[src/sv/rcc_pkg.sv]
// ----------------------------------------------------------------------------
// Rainflow cycle counter package
// Shared constants, item types, stack request and result hand-off structs,
// and the range helper used by the sequencer.
// ----------------------------------------------------------------------------
package rcc_pkg;

    localparam int STACK_DEPTH = 32;
    localparam int SAMPLE_BITS = 16;
    localparam int IDX_W       = $clog2(STACK_DEPTH);
    localparam int CNT_W       = $clog2(STACK_DEPTH + 1);

    typedef logic signed [SAMPLE_BITS-1:0] sample_t;
    typedef logic [SAMPLE_BITS-1:0]        range_t;
    typedef logic [IDX_W-1:0]              idx_t;
    typedef logic [CNT_W-1:0]              count_t;

    typedef enum logic [1:0] {
        KIND_FULL = 2'd0,
        KIND_HALF = 2'd1,
        KIND_END  = 2'd2
    } kind_t;

    typedef struct packed {
        sample_t sample;
        logic    last;
    } sample_item_t;

    typedef struct packed {
        kind_t   kind;
        range_t  cycle_range;
        sample_t start_value;
        sample_t end_value;
        logic    forced;
        logic    run_end;
    } result_item_t;

    typedef struct packed {
        logic    wr_en;
        idx_t    wr_idx;
        sample_t wr_data;
        idx_t    rd_idx_a;
        idx_t    rd_idx_b;
        logic    base_inc;
    } stack_req_t;

    typedef struct packed {
        logic         push;
        logic         close;
        result_item_t item;
    } emit_t;

    function automatic range_t span(input sample_t a, input sample_t b);
        logic [SAMPLE_BITS:0] diff;
        diff = {a[SAMPLE_BITS-1], a} - {b[SAMPLE_BITS-1], b};
        if (diff[SAMPLE_BITS])
        begin
            diff = -diff;
        end
        return diff[SAMPLE_BITS-1:0];
    endfunction

endpackage

[src/sv/rainflow_cycle_counter_unit.sv]
// ----------------------------------------------------------------------------
// Rainflow cycle counter
// Streaming three-point rainflow counter with a turning point stack memory.
// ----------------------------------------------------------------------------
// Usage: samples of a record enter on the sample channel one item at a time;
// last marks the final sample of the record. Counted ranges leave on the
// result channel as full or half cycles, and a record ends with an end marker
// that carries the largest counted range. run_end flags the last result
// caused by an input item; an item may cause no result at all.
// Sequence: each turning point is pushed onto the stack, then the three-point
// rule runs until it counts no more cycles; a full stack first drops its
// bottom point as a forced half cycle. On the last sample the residue is
// flushed as half cycles, one per stack pair with a nonzero range, before the
// end marker. The stack memory has registered read ports, which the sequencer
// reads two entries at a time. The sample channel stalls until the block is
// through with an item. The next item is taken while a result still waits on
// the output. A stalled result channel holds the block once its one held
// result and its output register are both full. Reset clears the stack count,
// sample history and largest range; stack contents need no clearing.
// ----------------------------------------------------------------------------
module rainflow_cycle_counter_unit
(
    input  logic                  clk,
    input  logic                  rst_n,
    input  logic                  sample_valid,
    output logic                  sample_stall,
    input  rcc_pkg::sample_item_t sample_item,
    output logic                  result_valid,
    input  logic                  result_stall,
    output rcc_pkg::result_item_t result_item
);
    import rcc_pkg::*;

    stack_req_t stack_req;
    sample_t    rd_data_a;
    sample_t    rd_data_b;
    emit_t      emit;
    logic       emit_ready;

    rcc_ctrl u_ctrl
    (
        .clk          (clk),
        .rst_n        (rst_n),
        .sample_valid (sample_valid),
        .sample_stall (sample_stall),
        .sample_item  (sample_item),
        .rd_data_a    (rd_data_a),
        .rd_data_b    (rd_data_b),
        .emit_ready   (emit_ready),
        .stack_req    (stack_req),
        .emit         (emit)
    );

    rcc_stack u_stack
    (
        .clk       (clk),
        .rst_n     (rst_n),
        .req       (stack_req),
        .rd_data_a (rd_data_a),
        .rd_data_b (rd_data_b)
    );

    rcc_out u_out
    (
        .clk          (clk),
        .rst_n        (rst_n),
        .emit         (emit),
        .ready        (emit_ready),
        .result_valid (result_valid),
        .result_stall (result_stall),
        .result_item  (result_item)
    );

endmodule

[src/sv/rcc_stack.sv]
// ----------------------------------------------------------------------------
// Rainflow turning point stack
// Ring-addressed stack memory with one write port and two registered read
// ports. Logical index zero is the stack bottom; the base pointer moves up
// when the bottom point is dropped.
// ----------------------------------------------------------------------------
module rcc_stack
(
    input  logic                clk,
    input  logic                rst_n,
    input  rcc_pkg::stack_req_t req,
    output rcc_pkg::sample_t    rd_data_a,
    output rcc_pkg::sample_t    rd_data_b
);
    import rcc_pkg::*;

    sample_t mem [STACK_DEPTH];
    idx_t    base_reg;
    idx_t    base_next;
    sample_t rd_a_reg;
    sample_t rd_b_reg;

    function automatic idx_t phys(input idx_t base, input idx_t i);
        logic [IDX_W:0] sum;
        sum = {1'b0, base} + {1'b0, i};
        if (sum >= (IDX_W + 1)'(STACK_DEPTH))
        begin
            sum = sum - (IDX_W + 1)'(STACK_DEPTH);
        end
        return sum[IDX_W-1:0];
    endfunction

    always_comb
    begin
        base_next = base_reg;
        if (req.base_inc)
        begin
            if (base_reg == IDX_W'(STACK_DEPTH - 1))
            begin
                base_next = '0;
            end
            else
            begin
                base_next = base_reg + IDX_W'(1);
            end
        end
    end

    always_ff @(posedge clk or negedge rst_n)
    begin
        if (!rst_n)
        begin
            base_reg <= '0;
        end
        else
        begin
            base_reg <= base_next;
        end
    end

    always_ff @(posedge clk)
    begin
        if (req.wr_en)
        begin
            mem[phys(base_reg, req.wr_idx)] <= req.wr_data;
        end
        rd_a_reg <= mem[phys(base_reg, req.rd_idx_a)];
        rd_b_reg <= mem[phys(base_reg, req.rd_idx_b)];
    end

    assign rd_data_a = rd_a_reg;
    assign rd_data_b = rd_b_reg;

endmodule

[src/sv/rcc_out.sv]
// ----------------------------------------------------------------------------
// Rainflow result stage
// Holds the newest result until it is known whether another one follows for
// the same item, then moves it to the output register with its end flag.
// ----------------------------------------------------------------------------
module rcc_out
(
    input  logic                  clk,
    input  logic                  rst_n,
    input  rcc_pkg::emit_t        emit,
    output logic                  ready,
    output logic                  result_valid,
    input  logic                  result_stall,
    output rcc_pkg::result_item_t result_item
);
    import rcc_pkg::*;

    logic         hold_valid_reg;
    logic         hold_valid_next;
    result_item_t hold_reg;
    result_item_t hold_next;
    logic         out_valid_reg;
    logic         out_valid_next;
    result_item_t out_reg;
    result_item_t out_next;
    logic         load;

    assign ready = !hold_valid_reg || !out_valid_reg || !result_stall;

    always_comb
    begin
        hold_valid_next = hold_valid_reg;
        hold_next       = hold_reg;
        out_next        = out_reg;
        load            = 1'b0;
        if (emit.push && ready)
        begin
            if (hold_valid_reg)
            begin
                load             = 1'b1;
                out_next         = hold_reg;
                out_next.run_end = 1'b0;
            end
            hold_next       = emit.item;
            hold_valid_next = 1'b1;
        end
        else if (emit.close && ready && hold_valid_reg)
        begin
            load             = 1'b1;
            out_next         = hold_reg;
            out_next.run_end = 1'b1;
            hold_valid_next  = 1'b0;
        end
        out_valid_next = load || (out_valid_reg && result_stall);
    end

    always_ff @(posedge clk or negedge rst_n)
    begin
        if (!rst_n)
        begin
            hold_valid_reg <= 1'b0;
            out_valid_reg  <= 1'b0;
        end
        else
        begin
            hold_valid_reg <= hold_valid_next;
            out_valid_reg  <= out_valid_next;
        end
    end

    always_ff @(posedge clk)
    begin
        hold_reg <= hold_next;
        out_reg  <= out_next;
    end

    assign result_valid = out_valid_reg;
    assign result_item  = out_reg;

endmodule

[src/sv/rcc_ctrl.sv]
// ----------------------------------------------------------------------------
// Rainflow sequencer
// Detects turning points, pushes them onto the stack memory, runs the
// three-point rule by read-modify-write of the stack, handles overflow and
// flushes the residue at the end of a record.
// ----------------------------------------------------------------------------
module rcc_ctrl
(
    input  logic                  clk,
    input  logic                  rst_n,
    input  logic                  sample_valid,
    output logic                  sample_stall,
    input  rcc_pkg::sample_item_t sample_item,
    input  rcc_pkg::sample_t      rd_data_a,
    input  rcc_pkg::sample_t      rd_data_b,
    input  logic                  emit_ready,
    output rcc_pkg::stack_req_t   stack_req,
    output rcc_pkg::emit_t        emit
);
    import rcc_pkg::*;

    typedef enum logic [3:0] {
        S_IDLE,
        S_PUSH,
        S_FORCE,
        S_RULE_RD,
        S_RULE_EX,
        S_NEXT,
        S_FLUSH_RD,
        S_FLUSH_EX,
        S_MARK,
        S_DONE
    } state_t;

    state_t  state_reg, state_next;
    count_t  count_reg, count_next;
    sample_t top_reg, top_next;
    sample_t prev_reg, prev_next;
    sample_t cand_reg, cand_next;
    logic [1:0] seen_reg, seen_next;
    range_t  max_reg, max_next;
    sample_t pv_reg, pv_next;
    logic    pb_valid_reg, pb_valid_next;
    sample_t pb_reg, pb_next;
    logic    fin_reg, fin_next;
    count_t  fidx_reg, fidx_next;

    logic [SAMPLE_BITS:0] d1;
    logic [SAMPLE_BITS:0] d2;
    logic    turning;
    range_t  y;
    range_t  x;
    sample_t s;

    assign s  = sample_item.sample;
    assign d1 = {cand_reg[SAMPLE_BITS-1], cand_reg} - {prev_reg[SAMPLE_BITS-1], prev_reg};
    assign d2 = {s[SAMPLE_BITS-1], s} - {cand_reg[SAMPLE_BITS-1], cand_reg};
    assign turning = (!d1[SAMPLE_BITS] && (d1 != '0) && (d2[SAMPLE_BITS] || (d2 == '0)))
                  || (d1[SAMPLE_BITS] && !d2[SAMPLE_BITS]);
    assign y = span(rd_data_a, rd_data_b);
    assign x = span(rd_data_b, top_reg);

    assign sample_stall = (state_reg != S_IDLE);

    always_comb
    begin
        state_next    = state_reg;
        count_next    = count_reg;
        top_next      = top_reg;
        prev_next     = prev_reg;
        cand_next     = cand_reg;
        seen_next     = seen_reg;
        max_next      = max_reg;
        pv_next       = pv_reg;
        pb_valid_next = pb_valid_reg;
        pb_next       = pb_reg;
        fin_next      = fin_reg;
        fidx_next     = fidx_reg;
        stack_req     = '0;
        emit          = '0;

        case (state_reg)
            S_IDLE:
            begin
                if (sample_valid)
                begin
                    fin_next      = sample_item.last;
                    pb_valid_next = 1'b0;
                    pb_next       = s;
                    if (seen_reg == 2'd0)
                    begin
                        pv_next    = s;
                        cand_next  = s;
                        seen_next  = 2'd1;
                        state_next = S_PUSH;
                    end
                    else
                    begin
                        prev_next = cand_reg;
                        cand_next = s;
                        seen_next = 2'd2;
                        if (seen_reg[1] && turning)
                        begin
                            pv_next       = cand_reg;
                            pb_valid_next = sample_item.last;
                            state_next    = S_PUSH;
                        end
                        else if (sample_item.last)
                        begin
                            pv_next    = s;
                            state_next = S_PUSH;
                        end
                        else
                        begin
                            state_next = S_DONE;
                        end
                    end
                end
            end

            S_PUSH:
            begin
                if (count_reg == CNT_W'(STACK_DEPTH))
                begin
                    stack_req.rd_idx_a = '0;
                    stack_req.rd_idx_b = IDX_W'(1);
                    state_next         = S_FORCE;
                end
                else
                begin
                    stack_req.wr_en   = 1'b1;
                    stack_req.wr_idx  = IDX_W'(count_reg);
                    stack_req.wr_data = pv_reg;
                    top_next          = pv_reg;
                    count_next        = count_reg + CNT_W'(1);
                    state_next        = S_RULE_RD;
                end
            end

            S_FORCE:
            begin
                stack_req.rd_idx_a = '0;
                stack_req.rd_idx_b = IDX_W'(1);
                if (emit_ready)
                begin
                    emit.push             = 1'b1;
                    emit.item.kind        = KIND_HALF;
                    emit.item.cycle_range = y;
                    emit.item.start_value = rd_data_a;
                    emit.item.end_value   = rd_data_b;
                    emit.item.forced      = 1'b1;
                    if (y > max_reg)
                    begin
                        max_next = y;
                    end
                    stack_req.base_inc = 1'b1;
                    count_next         = count_reg - CNT_W'(1);
                    state_next         = S_PUSH;
                end
            end

            S_RULE_RD:
            begin
                if (count_reg >= CNT_W'(3))
                begin
                    stack_req.rd_idx_a = IDX_W'(count_reg - CNT_W'(3));
                    stack_req.rd_idx_b = IDX_W'(count_reg - CNT_W'(2));
                    state_next         = S_RULE_EX;
                end
                else
                begin
                    state_next = S_NEXT;
                end
            end

            S_RULE_EX:
            begin
                stack_req.rd_idx_a = IDX_W'(count_reg - CNT_W'(3));
                stack_req.rd_idx_b = IDX_W'(count_reg - CNT_W'(2));
                if ((x >= y) && (y != '0))
                begin
                    if (emit_ready)
                    begin
                        emit.push             = 1'b1;
                        emit.item.cycle_range = y;
                        emit.item.start_value = rd_data_a;
                        emit.item.end_value   = rd_data_b;
                        if (y > max_reg)
                        begin
                            max_next = y;
                        end
                        if (count_reg == CNT_W'(3))
                        begin
                            emit.item.kind     = KIND_HALF;
                            stack_req.base_inc = 1'b1;
                            count_next         = CNT_W'(2);
                        end
                        else
                        begin
                            emit.item.kind    = KIND_FULL;
                            stack_req.wr_en   = 1'b1;
                            stack_req.wr_idx  = IDX_W'(count_reg - CNT_W'(3));
                            stack_req.wr_data = top_reg;
                            count_next        = count_reg - CNT_W'(2);
                        end
                        state_next = S_RULE_RD;
                    end
                end
                else
                begin
                    state_next = S_NEXT;
                end
            end

            S_NEXT:
            begin
                if (pb_valid_reg)
                begin
                    pv_next       = pb_reg;
                    pb_valid_next = 1'b0;
                    state_next    = S_PUSH;
                end
                else if (fin_reg)
                begin
                    fidx_next  = '0;
                    state_next = S_FLUSH_RD;
                end
                else
                begin
                    state_next = S_DONE;
                end
            end

            S_FLUSH_RD:
            begin
                if ((fidx_reg + CNT_W'(1)) < count_reg)
                begin
                    stack_req.rd_idx_a = IDX_W'(fidx_reg);
                    stack_req.rd_idx_b = IDX_W'(fidx_reg + CNT_W'(1));
                    state_next         = S_FLUSH_EX;
                end
                else
                begin
                    state_next = S_MARK;
                end
            end

            S_FLUSH_EX:
            begin
                stack_req.rd_idx_a = IDX_W'(fidx_reg);
                stack_req.rd_idx_b = IDX_W'(fidx_reg + CNT_W'(1));
                if (y == '0)
                begin
                    fidx_next  = fidx_reg + CNT_W'(1);
                    state_next = S_FLUSH_RD;
                end
                else if (emit_ready)
                begin
                    emit.push             = 1'b1;
                    emit.item.kind        = KIND_HALF;
                    emit.item.cycle_range = y;
                    emit.item.start_value = rd_data_a;
                    emit.item.end_value   = rd_data_b;
                    if (y > max_reg)
                    begin
                        max_next = y;
                    end
                    fidx_next  = fidx_reg + CNT_W'(1);
                    state_next = S_FLUSH_RD;
                end
            end

            S_MARK:
            begin
                if (emit_ready)
                begin
                    emit.push             = 1'b1;
                    emit.item.kind        = KIND_END;
                    emit.item.cycle_range = max_reg;
                    count_next            = '0;
                    prev_next             = '0;
                    cand_next             = '0;
                    seen_next             = 2'd0;
                    max_next              = '0;
                    fin_next              = 1'b0;
                    state_next            = S_DONE;
                end
            end

            S_DONE:
            begin
                emit.close = 1'b1;
                if (emit_ready)
                begin
                    state_next = S_IDLE;
                end
            end

            default:
            begin
                state_next = S_IDLE;
            end
        endcase
    end

    always_ff @(posedge clk or negedge rst_n)
    begin
        if (!rst_n)
        begin
            state_reg    <= S_IDLE;
            count_reg    <= '0;
            top_reg      <= '0;
            prev_reg     <= '0;
            cand_reg     <= '0;
            seen_reg     <= 2'd0;
            max_reg      <= '0;
            pv_reg       <= '0;
            pb_valid_reg <= 1'b0;
            pb_reg       <= '0;
            fin_reg      <= 1'b0;
            fidx_reg     <= '0;
        end
        else
        begin
            state_reg    <= state_next;
            count_reg    <= count_next;
            top_reg      <= top_next;
            prev_reg     <= prev_next;
            cand_reg     <= cand_next;
            seen_reg     <= seen_next;
            max_reg      <= max_next;
            pv_reg       <= pv_next;
            pb_valid_reg <= pb_valid_next;
            pb_reg       <= pb_next;
            fin_reg      <= fin_next;
            fidx_reg     <= fidx_next;
        end
    end

    a_count_bound: assert property (@(posedge clk) disable iff (!rst_n)
        count_reg <= CNT_W'(STACK_DEPTH))
        else $error("Stack count exceeds the stack depth.");

    a_rule_depth: assert property (@(posedge clk) disable iff (!rst_n)
        state_reg == S_RULE_EX |-> count_reg >= CNT_W'(3))
        else $error("Three-point rule evaluated on fewer than three points.");

    a_force_full: assert property (@(posedge clk) disable iff (!rst_n)
        state_reg == S_FORCE |-> count_reg == CNT_W'(STACK_DEPTH))
        else $error("Overflow drop taken on a stack that is not full.");

    a_emit_ready: assert property (@(posedge clk) disable iff (!rst_n)
        emit.push |-> emit_ready)
        else $error("Result produced while the result stage could not take it.");

    a_mark_clears: assert property (@(posedge clk) disable iff (!rst_n)
        state_reg == S_MARK && emit_ready
        |=> count_reg == '0 && seen_reg == 2'd0 && max_reg == '0)
        else $error("Record state not cleared after the end marker.");

endmodule
[config.mk]
export PLATFORM = sky130hd
export DESIGN_NAME = rainflow_cycle_counter_unit
export DESIGN_NICKNAME = d
export VERILOG_FILES = /design/src/sv/rcc_pkg.sv /design/src/sv/rainflow_cycle_counter_unit.sv /design/src/sv/rcc_stack.sv /design/src/sv/rcc_out.sv /design/src/sv/rcc_ctrl.sv
export SDC_FILE = /design/constraint.sdc
export NUM_CORES = 1
export LEC_CHECK = 0
export BUFFER_PORTS_ARGS = -buffer_cell sky130_fd_sc_hd__buf_2
export CORE_ASPECT_RATIO = 1.5
export CORE_MARGIN = 3
export CORE_UTILIZATION = 30
export CTS_CLUSTER_SIZE = 16
export DETAILED_ROUTE_END_ITERATION = 10
export GPL_ROUTABILITY_DRIVEN = 0
export PLACE_DENSITY = 0.48
export SYNTH_ARGS = -nofsm -noshare
export SYNTH_HDL_FRONTEND = slang
export SYNTH_SLANG_ARGS = --single-unit
[constraint.sdc]
create_clock -name clk -period 22.6 [get_ports clk]
set_input_delay 5.65 -clock clk [delete_from_list [all_inputs] [get_ports clk]]
set_output_delay 5.65 -clock clk [all_outputs]
set_load 0.01 [all_outputs]
==> results of run 1 <==
==> final cells by class <==
class,count,area [um^2]
diodes,2,5.00
clock buffers,99,2070
clock inverters,45,522
fillers,12600,86600
inverters,137,514
multi-input cells,1647,17000
flip-flops and latches,770,22200
well taps,1732,2170
repair buffers,134,840
==> cells in the final DEF, fill, tap and decap left out, types with 30 or more instances in the layout <==
cell type,n
buf_4,59
dfrtp_1,123
mux2_2,83
nor2_1,136
nand2b_1,30
nand2_1,162
dfxtp_1,32
a21oi_1,100
o21ai_0,74
nand3_1,31
inv_1,136
ha_1,122
xnor2_1,46
mux4_2,320
buf_2,73
xor2_1,33
clkbuf_16,79
edfxtp_1,615
==> worst max-delay path, cell delays in order <==
cell and delay (ns):
buf_2 0.11, nand3_1 0.21, nand3_1 0.17, nor4_4 0.17
buf_4 0.31, mux2_2 0.21, ha_1 0.17, inv_1 0.07
fa_1 0.46, nor2b_1 0.15, o21ai_0 0.08, nand2b_1 0.13
xor2_1 0.35, o21ai_1 0.51, a21oi_2 1.06
==> cell families (layout without fill, tap and decap cells) <==
| group | count (synthesis) | after routing | synth area share [%] |
|---|---|---|---|
| flip-flops | 770 | 770 | 55.5 |
| AND/OR/NAND/NOR | 551 | 551 | 6.83 |
| AO/OA/AOI/OAI | 440 | 440 | 7.61 |
| multiplexers | 438 | 438 | 21.3 |
| buffers and inverters | 274 | 415 | 2.61 |
| adder cells (fa/ha/maj) | 132 | 132 | 4.28 |
| XOR/XNOR | 86 | 86 | 1.90 |
| other | 0 | 2 | 0 |
==> cells in the mapped netlist (all sizes together) (6+ instances only) <==
cell and instances:
edfxtp 615, mux4 320, nand2 164, nor2 139
inv 137, ha 124, dfrtp 123, a21oi 114
clkbuf 109, o21ai 89, mux2 86, xnor2 52
nor3 42, xor2 34, dfxtp 32, mux2i 32
nand3 32, nand2b 31, a21o 29, o31ai 29
buf 28, a22o 24, and2 23, nor2b 20
nand4 16, nor4 15, o21a 15, a31oi 14
o22ai 14, or2 12, a211oi 11, o211ai 10
or3 10, a2111oi 9, a21boi 9, and3 9
fa 8, a311oi 7, nor3b 7, or4 7
nand3b 6, o41ai 6
==> worst paths after layout <==
check                                startpoint              endpoint  slack (ns)  cells past startpoint
setup / recovery                   result_stall     u_stack.mem[1][9]       13.05                     15
hold / removal                u_out.hold_reg[8]  u_out.result_item[8]        0.41                      0
setup reg to reg           u_stack.rd_data_a[0]     u_stack.mem[1][9]       13.39                     24
hold reg to reg               u_out.hold_reg[8]  u_out.result_item[8]        0.41                      0
max in group asynchronous                 rst_n    u_ctrl.max_reg[13]       16.35                      2
min in group asynchronous                 rst_n    u_ctrl.cand_reg[3]        5.01                      1
==> per-stage QoR <==
step | instances | hold WS (ns) | setup slack [ns]
floorplan | 2691 | 0.400 | 12.93
global placement | 4420 | 0.402 | 12.33
detailed placement | 4420 | 0.405 | 12.32
CTS | 4564 | 0.418 | 13.04
global route | 4565 | 0.415 | 12.65
finish | 4566 | 0.414 | 13.05
==> routing by layer <==
layer / part of all wire (%) / up-vias
met5: 0.027 / -
met4: 4.5 / 4
met3: 3.7 / 191
met2: 56 / 629
met1: 36 / 12700
li1: - / 10800
==> results.yml, run 1 <==
status:
  outcome: "completed"
timing:
  fin_worst_skew_ns: 0.0395
  finalSetupViolCount: 0
  slew_headroom_pct: 17.7
  rsz0062_at_grt: "false"
  fin_crit_sh_pct: 42.3
  min_period_ns: 9.55
  max_freq_mhz: 105
  worstMarginPinSlew_ns: 1.23
  hold_viol: 0
  tns_ns: 0
  drv_slew: 0
clock_network:
  cts_made_buffers: 79
  clock_path_buffers: 3
  cts.htree.levels: 3
  ctsResizeCount: 0
  clk_latency_ns: 0.69
  hold_buffers: 0
  post_cts_buffers: 0
  clockRootBuffer: "clkbuf_16"
  clock_sink_count: 770
  tritoncts: "yes"
  worst_setup_hold_path_clk_slew_ns: 0.06
global_routing:
  use_met3_pct: 1.76
  grt_pass1_vias: 25700
  grt_pass1_wl_um: 172000
  antenna_found_initial: 4
  grt_usage_pct: 16.8
  grt_max_degree: 97
  grt_use_met2_pct: 32.5
  grt_use_met1_pct: 18.1
  busiest_layer: "met2"
  grt.overflow.total: 0
logic_synthesis:
  synth_cells: 2691
  async_flop_share_pct: 16.0
  yosysSeqAreaShare_pct: 55.5
  ys.flop_type: "edfxtp_1"
  netlist-cell-type-count: 104
  syn-num-nets: 2844
  yosys.area.top_type: "edfxtp_1"
  synth.top_cell.area_share_pct: 46.2
  yosysWarnings: 0
  synth_seq_cells: 770
  syn_avg_cell_area_um2: 14.9
  synth_edf_count: 615
  synth_area_mm2: 0.0400
  synth.area.top_cells: "edfxtp_1 (46%), mux4_2 (18%), dfrtp_1 (7.7%)"
cells_and_area:
  fin_util_pct: 34.3
  stdcell_area_mm2: 0.0453
  area_delta_synth_final_pct: 13.4
  drive_gt1_share_pct: 26.3
  largest_reg_flops: 512
  fin_nets: 2922
routing:
  post_drt_wl_per_cell_um: 25.4
  ant_nets: 0
  dr.pass1.iters: 7
  drt-initial-drc-count: 1630
  wl_um: 116000
  drc: 0
  viasPerCell: 5.32
  vias: 24300
die:
  ios: 75
  fp.dieH_um: 453
  core.rowCount: 163
  die_area_mm2: 0.138
  core_mm2: 0.132
  die_w_um: 304
  start_util_pct: 30.3
run:
  maxCapViolCount: 0
place:
  dpl_cell_area_mm2: 0.0427
  io_buffers: 74
  hpwl_um: 79400
critical_path:
  end_kind: "flip-flop"
  critPathKind: "in -> reg"
  cp.required_ns: 22.89
  start_kind: "input port"
  cp_max_fo: 22
  cp_data_arrival_time_ns: 9.84
worst_hold_path:
  hold_class: "reg -> reg"
Power of run 1 is not shown: default switching activity piles up to over one toggle a cycle in this logic, so the estimate is an artifact.
==> inputs of run 2 (changes only) <==
- PLACE_DENSITY: 0.48 -> 0.5
- clock period: 22.6 -> 7.9 ns (I/O delays scaled with it)
==> run 2 against run 1 <==
  * Non-clock buffer count is 71 higher
  * Largest cell class unchanged
  * First-iteration DRC count grew 9.9%
  * Via count increased by 1.3%
  * Die area did not move
  * Global-route usage rose by 0.62 points
  * Clock-buffer cell count is 11 lower
  * Worst hold slack better by 0.0040 ns
==> results.yml, run 2 (synthesized netlist as in run 1, its figures left out) <==
timing:
  drv_slew: 0
  hold_viol: 0
  tns_ns: 0
  fin_worst_skew_ns: 0.0614
  worstMarginPinSlew_ns: 1.10
  fin_crit_sh_pct: 95.7
  rsz0062_at_grt: "false"
  finalSetupViolCount: 0
  min_period_ns: 7.56
  max_freq_mhz: 132
  slew_headroom_pct: 26.9
critical_path:
  path_buf_inv: 5
  r2r_setup_slack_ns: 0.34
  cpPeakStageDelay_ns: 0.52
  end_kind: "flip-flop"
  critPathTopFamily: "simple AND/OR/NAND/NOR gates"
  cp_slowest_cell: "or4_4"
  r2r_start: "u_stack.rd_data_a[0]"
  r2r-end: "u_stack.mem[3][9]"
  critPathKind: "reg -> reg"
  cp.required_ns: 8.28
  cp_max_fo: 11
  worstRegToRegCells: 30
  cp_data_arrival_time_ns: 7.94
  start_kind: "flip-flop"
routing:
  drc: 0
  drt-initial-drc-count: 1791
  vias: 24600
  dr.pass1.iters: 5
  ant_nets: 0
  wl_um: 120000
  viasPerCell: 5.31
  post_drt_wl_per_cell_um: 26.0
global_routing:
  grt_usage_pct: 17.4
  grt_pass1_wl_um: 176000
  antenna_found_initial: 5
  grt_pass1_vias: 25500
  grt.overflow.total: 0
  grt_max_degree: 69
cells_and_area:
  layout_common_cells: "edfxtp_1 (615), mux4_2 (320), nand2_1 (155)"
  area_delta_synth_final_pct: 16.5
  largest_reg_flops: 512
  layout_commonest_cell: "edfxtp_1"
  drive_gt1_share_pct: 29.0
  finalNonFillerCells: 4634
  fin_nets: 2990
run:
  maxCapViolCount: 0
clock_network:
  cts.htree.levels: 3
  clock_sink_count: 770
  clockRootBuffer: "clkbuf_16"
  tritoncts: "yes"
  clock_path_buffers: 3
  clk_latency_ns: 0.70
  cts_made_buffers: 76
  worst_setup_hold_path_clk_slew_ns: 0.07
worst_hold_path:
  hold_class: "reg -> reg"
  whs_path_depth: 0
  min_to: "u_out.result_item[8]"
  hold_start: "u_out.hold_reg[8]"
die:
  die_area_mm2: 0.138
  fp.dieH_um: 453
  start_util_pct: 30.3
  core_mm2: 0.132
  ios: 75
  core.rowCount: 163
  die_w_um: 304
place:
  io_buffers: 74
  place_inst: 4489
  hpwl_um: 85600
status:
  outcome: "completed"
-- run 2: cell count changes in the layout (fill, tap and decap cells not counted), sizes merged --
| cell | change |
|---|---|
| buf | +70 |
| bufinv | +5 |
| inv | +3 |
| clkbuf | -10 |
| diode | +1 |
| clkinv | -1 |
-- run 2: how the worst max path moves through the flow --
stage	end	start	slack [ns]	cells after the start
2_1_floorplan	u_stack.mem[17][0]	u_stack.rd_data_a[0]	0.09	29
3_3_place_gp	u_stack.mem[19][10]	u_stack.rd_data_a[0]	0.08	28
3_5_place_dp	u_stack.mem[19][10]	u_stack.rd_data_a[0]	0.04	28
4_1_cts	u_stack.mem[9][11]	u_stack.rd_data_a[0]	0.08	30
5_1_grt	u_stack.mem[3][11]	u_stack.rd_data_a[0]	0.0001	30
6_report	u_stack.mem[3][9]	u_stack.rd_data_a[0]	0.34	30
-- run 2: timing repair --
item,CTS,global route
resized for setup,1,18
pin swaps,0,5
endpoints found under the setup margin,24,512
gates cloned,0,1
setup buffers,0,1
hold buffers,0,0
-- run 2: metal layers --
metal,track usage (%),part of all wire [%],vias up
met4,9.10,5.6,0
met1,19.3,37,12800
met5,0,0,-
met2,32.5,54,682
met3,1.87,4.1,206
li1,-,-,11000
-- run 2: layout make-up --
class                      instances  area (um^2)
fill                           12600        85400
sequential                       770        22200
multi-input combinational       1647        17200
tap                             1732         2170
clock buffer                      88         1990
timing repair buffer             205         1800
clock inverter                    52          678
inverter                         137          514
antenna                            3         7.51
-- run 2: per-stage QoR --
step           worst slack (ns)  hold slack, ns  instance area, um^2  utilization, %
6_report                  0.342           0.418                46600            35.3
4_1_cts                  0.0769           0.416                46400            35.2
3_5_place_dp             0.0383           0.405                43700            33.1
2_1_floorplan            0.0854           0.400                40000               -
3_3_place_gp             0.0763           0.401                43700            33.1
5_1_grt                0.000106           0.422                46500            35.3
Power of run 2 is left out for the same reason.
